`src/sv/sns_pkg.sv`:
```
// Shared constants, types, logistic table builder and saturation helpers for the SGNS update block.
package sns_pkg;

    localparam int VOCAB       = 4096;
    localparam int DIM         = 128;
    localparam int SIG_ENTRIES = 1000;
    localparam int LIMIT_EXP   = 6;
    localparam int TABLE_SCALE = SIG_ENTRIES / LIMIT_EXP / 2;

    localparam int ROW_W  = (VOCAB > 1) ? $clog2(VOCAB) : 1;
    localparam int IDX_W  = (DIM > 1) ? $clog2(DIM) : 1;
    localparam int ADDR_W = $clog2(VOCAB * DIM);
    localparam int LUT_W  = $clog2(SIG_ENTRIES);
    localparam int DOT_W  = 33 + $clog2(DIM);
    localparam int SCL_W  = $clog2(TABLE_SCALE + 1);
    localparam int OFF_W  = 4 + 24;
    localparam int IDXP_W = OFF_W + SCL_W;
    localparam int MUL_A_W = 18;
    localparam int MUL_B_W = 17;
    localparam int MUL_P_W = MUL_A_W + MUL_B_W;

    localparam logic signed [DOT_W-1:0] DOT_LIM = DOT_W'(LIMIT_EXP) <<< 24;

    typedef enum logic [1:0] {
        OP_TRAIN = 2'd0,
        OP_WRITE = 2'd1,
        OP_READ  = 2'd2
    } t_op;

    typedef enum logic [4:0] {
        S_IDLE,
        S_WRITE,
        S_READ_RD,
        S_READ_DAT,
        S_DOT_RD,
        S_DOT_MUL,
        S_DOT_FIN,
        S_SIG,
        S_LUT,
        S_DIFF,
        S_GRAD,
        S_U_RD,
        S_U_M1,
        S_U_M2,
        S_U_WR,
        S_A_RD,
        S_A_WR,
        S_DONE
    } t_state;

    typedef logic [15:0] t_lut_tab [SIG_ENTRIES];

    // Shift and subtract quotient, evaluated only while the table is built.
    function automatic longint unsigned udiv64(input longint unsigned num,
                                               input longint unsigned den);
        longint unsigned q;
        longint unsigned rem;
        q   = '0;
        rem = '0;
        for (int b = 63; b >= 0; b--) begin
            rem = {rem[62:0], num[b]};
            if (rem >= den) begin
                rem  = rem - den;
                q[b] = 1'b1;
            end
        end
        return q;
    endfunction

    function automatic longint unsigned exp_neg_small(input longint unsigned r);
        longint unsigned sum;
        longint unsigned term;
        sum  = 64'd1 << 31;
        term = 64'd1 << 31;
        for (int k = 1; k <= 20; k++) begin
            term = udiv64((term * r) >> 31, 64'(k));
            if ((k & 1) == 1) begin
                sum = sum - term;
            end else begin
                sum = sum + term;
            end
        end
        return sum;
    endfunction

    function automatic t_lut_tab build_logistic();
        t_lut_tab        tab;
        longint          d;
        longint unsigned mag;
        longint unsigned a;
        longint unsigned e;
        longint unsigned den;
        longint unsigned v;
        for (int i = 0; i < SIG_ENTRIES; i++) begin
            d   = 2 * longint'(i) - longint'(SIG_ENTRIES);
            mag = (d < 0) ? longint'(-d) * LIMIT_EXP : longint'(d) * LIMIT_EXP;
            a   = udiv64(mag << 31, 64'(SIG_ENTRIES));
            e   = exp_neg_small(a >> 3);
            for (int n = 0; n < 3; n++) begin
                e = (e * e) >> 31;
            end
            den = (64'd1 << 31) + e;
            if (d >= 0) begin
                v = udiv64((64'd1 << 47) + (den >> 1), den);
            end else begin
                v = udiv64((e << 16) + (den >> 1), den);
            end
            if (v > 64'd65535) begin
                v = 64'd65535;
            end
            tab[i] = v[15:0];
        end
        return tab;
    endfunction

    function automatic logic signed [15:0] sat16(input logic signed [63:0] x);
        if (x > 64'sd32767) begin
            return 16'sh7FFF;
        end else if (x < -64'sd32768) begin
            return 16'sh8000;
        end
        return x[15:0];
    endfunction

    function automatic logic signed [31:0] sat32(input logic signed [63:0] x);
        if (x > 64'sd2147483647) begin
            return 32'sh7FFF_FFFF;
        end else if (x < -64'sd2147483648) begin
            return 32'sh8000_0000;
        end
        return x[31:0];
    endfunction

endpackage

```
`src/sv/sns_mul.sv`:
```
// Shared signed multiplier with a registered product.
module sns_mul (
    input  logic                                  i_clk,
    input  logic signed [sns_pkg::MUL_A_W-1:0]    i_a,
    input  logic signed [sns_pkg::MUL_B_W-1:0]    i_b,
    output logic signed [sns_pkg::MUL_P_W-1:0]    o_p
);

    import sns_pkg::*;

    always_ff @(posedge i_clk) begin
        o_p <= MUL_P_W'(i_a) * MUL_P_W'(i_b);
    end

endmodule

```
`config.mk`:
```
export PLATFORM = sky130hd
export DESIGN_NAME = sns_mul
export DESIGN_NICKNAME = d
export VERILOG_FILES = /design/src/sv/sns_pkg.sv /design/src/sv/sns_mul.sv
export SDC_FILE = /design/constraint.sdc
export NUM_CORES = 1
export LEC_CHECK = 0
export CAP_MARGIN = 20
export CELL_PAD_IN_SITES_DETAIL_PLACEMENT = 1
export CELL_PAD_IN_SITES_GLOBAL_PLACEMENT = 1
export CORE_UTILIZATION = 48
export CTS_BUF_LIST = sky130_fd_sc_hd__clkbuf_8
export DETAILED_ROUTE_END_ITERATION = 10
export DONT_BUFFER_PORTS = 1
export MAX_ROUTING_LAYER = met4
export PLACE_DENSITY = 0.8
export SYNTH_ARGS = -nofsm -noshare
export SYNTH_HDL_FRONTEND = slang
export SYNTH_SLANG_ARGS = --single-unit
```
`constraint.sdc`:
```
create_clock -name i_clk -period 6.7 [get_ports i_clk]
set_clock_uncertainty 0.1 [all_clocks]
set_input_delay 1.34 -clock i_clk [delete_from_list [all_inputs] [get_ports i_clk]]
set_output_delay 1.34 -clock i_clk [all_outputs]
set_load 0.01 [all_outputs]
```
Word-level counts from Yosys, hierarchy flattened
Index checks and enable logic that the tools add are counted.
{"block": "op_classes", "mul": 1}
{"op": "$mul 18x17->35", "count": 1}
{"block": "totals", "ff_bits": 35, "inputBits": 36, "output_inout_bits": 35}

Logic depth before layout (Yosys ltp)
{"block": "logic_depth", "depth_word": 1, "mapped_depth": 23, "depth_no_buf": 21}

Worst setup path after synthesis
Ideal clock, no wire load.
{"block": "synth_timing", "path_kind": "input port to flip-flop", "from": "input i_b[8] (netlist bit)", "to": "register o_p[34] (netlist bit)", "t_arrival_ns": 6.705, "required_ns": 6.477, "slack_ns": -0.228, "stages": 22, "path_cell_list": "clkbuf_1 -> clkbuf_1 -> nand2_1 -> fa_1 -> inv_1 -> fa_1 -> inv_1 -> fa_1 -> inv_1 -> fa_1 -> fa_1 -> inv_1 -> fa_1 -> inv_1 -> ha_1 -> and2_1 -> a221oi_2 -> a21oi_1 -> a2bb2oi_1 -> nand3_1 -> a221oi_2 -> xnor2_1"}
{"block": "synth_via", "elab_chain_len": 1}
{"item": "start: declaration", "line_no": "sns_mul.sv:5", "text": "input logic signed [sns_pkg::MUL_B_W-1:0] i_b,"}
{"item": "$mul 18x17->35", "line_no": "sns_mul.sv:12", "text": "o_p <= MUL_P_W'(i_a) * MUL_P_W'(i_b);"}
{"item": "end signal: assignment", "line_no": "sns_mul.sv:12"}
{"item": "end: declaration", "line_no": "sns_mul.sv:6", "text": "output logic signed [sns_pkg::MUL_P_W-1:0] o_p"}
Every way passes these cells.

Final worst setup path
{"block": "layout_timing", "from": "input i_a[17] (netlist bit)", "to": "register o_p[31] (netlist bit)"}
{"block": "layout_via", "elab_chain_len": 1}
{"item": "start: declaration", "line_no": "sns_mul.sv:4", "text": "input logic signed [sns_pkg::MUL_A_W-1:0] i_a,"}
{"item": "$mul 18x17->35", "line_no": "sns_mul.sv:12"}
Every way passes these cells.

==> metrics.cfg <==
[clocking]
ctsLongestPathBuffers = 2
cts-root-buf = clkbuf_8
cts.reportedPaths.clkPinSlew_ns = 0.08
post_cts_buffers = 0
cts_hold_buf = 0
htreeDepth = 2
post_cts.resized_instances = 0
tritoncts.num_buffers = 5
clock_tree_from_tritoncts = built
cts_sinks = 35

[yosys]
ys.warnings.count = 0
synthDominantCellAreaShare_pct = 50.80
synthesis.area_um2 = 12260
netlist-cell-type-count = 54
synth.ff_latch_count = 35
synth_sequential_area_ratio_pct = 5.717
post_synthesis_async_set_or_reset_flop_share_pct = 0
number_of_enable_type_register_cells_in_the_synthesized_netlist = 0
synth_top_area_cell = fa_1
yosys_most_used_dff = dfxtp_1
netlist_top_cells_area = fa_1, inv_1, ha_1
syn_nets = 1724
post_synthesis_instance_total = 1290
avgSynthCellArea_um2 = 9.501

[route]
vias_per_cell = 5.326
postRouteWirelength_um = 31300
routedWlPerCell_um = 19.42
route.detailed.drc = 0
dr_total_vias = 8585
drtAntennaViolNets = 0
detail_route.iter0.violations = 360
first_pass_iters = 6

[global_route]
vias_in_the_first_global_route = 10200
antenna_found_initial = 0
grt_util_all_layers_pct = 26.37
grt_pass1_wl_um = 51620
global_route.overflow_total = 0
met1_usage_grt_pct = 28.29
grtUsageMet3_pct = 2.707
global_route.peak_usage_layer = met2
met2_usage_pct = 50.43
maximum_number_of_pins_on_one_net_before_global_route_repair = 19

[place]
io_buffers = 0
finalWeightedCongestion = 0.9071
dp_hpwl_um = 27440
numPlacedInstances = 1605

[run]
max_cap_violations = 0

[critical_path]
worst_ep_arrival_time_ns = 6.66
worstSetupEndpointType = flip-flop
path_class = in2reg
critical_path_peak_fanout = 17
cp_data_required_time_ns = 6.81
start_kind = input port

[hold_path]
min_to = o_p[0]
holdCritStartpoint = i_b[0]
worst_hold_path_type = in2reg
timing.hold.worst_path_depth = 1

[timing]
finalHoldViolations = 0
maxSlewViolCount = 0
fin_tns_setup_ns = 0
achievable-frequency_ghz = 0.1527
fin_worst_hold_slack_ns = 1.070
period_share_pct = 97.75
final.min_clock_period_ns = 6.549
slew_at_the_pin_with_the_worst_max_slew_slack_ns = 0.4158
max_slew_margin_pct = 72.16
final_count_of_negative_setup_slack_endpoints = 0
rsz0062_at_grt = false

[final_layout]
final_cells = 1612
regMostFlops = o_p
fraction_of_final_layout_cells_with_drive_strength_greater_than_1_pct = 4.602
largestRegisters = o_p: 35 flops
syn2layout_area_growth_pct = 4.461
final_nets = 1716
insertedDiodeCount = 0
share_of_the_core_filled_with_cells_pct = 50.99
largest_reg_flops = 35

[floorplanning]
floorplan.initialDensity_pct = 48.81
fp-row-count = 58
horizontal_die_dimension_um = 161.8
core-area_um2 = 25110
io_pins = 71
die_area_um2 = 26180
die_h_um = 161.8

[outcome]
outcome = complete, no violations

## metrics by stage
step           setup WS [ns]  instance area, µm²
2_1_floorplan      -0.008349               12290
3_3_place_gp         0.06132               12720
3_5_place_dp         -0.1467               12720
4_1_cts               0.1565               12800
5_1_grt              0.01132               12800
6_report              0.1508               12800
## routing by layer
metal  share of wire (%)  wire [µm]
met4                 3.4       1073
met3                 3.5       1108
met2                  57      17860
met5                   0          0
met1                  36      11260
## critical path: stages
cell      delay, ns
nand2_1        0.08
inv_1          0.09
fa_2           0.69
fa_1           0.48
fa_1           0.45
fa_1           0.53
fa_1           0.57
inv_1          0.05
fa_1           0.47
inv_1          0.04
ha_1           0.34
o21ai_0        0.16
or2b_2         0.34
a311oi_2       0.24
o211ai_1       0.20
a31o_1         0.28
a21oi_2        0.16
xnor2_1        0.15
## cell usage after synthesis, types with 7 or more instances
| library cell | number |
|---|---|
| inv_1 | 310 |
| ha_1 | 87 |
| o21ai_0 | 18 |
| fa_1 | 311 |
| nand2_1 | 140 |
| and2_1 | 159 |
| xnor2_1 | 32 |
| a21o_1 | 10 |
| nor2_1 | 30 |
| nand3_1 | 9 |
| clkbuf_1 | 41 |
| a21oi_1 | 24 |
| nand2b_1 | 7 |
| dfxtp_1 | 35 |
## area by class of cell
| cell class | count | area (µm²) |
|---|---|---|
| repair buffers | 31 | 232.7 |
| clock buffers | 6 | 82.58 |
| fillers | 2920 | 12310 |
| flip-flops and latches | 35 | 700.7 |
| clock inverters | 1 | 5.005 |
| well taps | 330 | 412.9 |
| inverters | 310 | 1164 |
| multi-input cells | 899 | 10210 |
## worst max-delay path by stage
stage	cells after the start	slack (ns)	end	startpoint
after floorplan	22	-0.008	o_p[34]	i_b[10]
after global placement	18	0.06	o_p[31]	i_a[17]
after detailed placement	18	-0.15	o_p[31]	i_a[17]
after CTS	18	0.16	o_p[31]	i_a[17]
after global routing	18	0.01	o_p[31]	i_a[17]
final	18	0.15	o_p[31]	i_a[17]
## cell usage in the layout (no fill, tap or decap), types with 2 or more instances in the layout
cell and count:
nand2_1 140, and3_1 4, a21oi_1 24, o21ai_0 17, a21o_2 2, a21boi_0 2
nor3_1 3, o21bai_1 4, ha_1 87, a211oi_1 4, xor2_1 6, o211ai_1 6
a31o_2 2, fa_1 309, nand3_1 9, a21o_1 10, buf_4 31, nand2b_1 7
dfxtp_1 35, clkbuf_8 6, fa_2 2, o2111ai_1 2, a221oi_2 2, inv_1 310
xnor2_1 32, or2_2 3, a31o_1 2, and2_1 159, o31ai_1 2, o21a_1 6
nor2_1 30, a31oi_1 2, nand4_1 2
## cells by family after synthesis
family | share of synthesized area, %
compound gates | 5.594
xor+xnor | 2.715
fa+ha+maj | 59.68
buf+inv | 11.17
flops | 5.717
simple gates | 15.13
Power is not shown: default switching activity piles up to over one toggle a cycle in this logic, so the estimate is an artifact.
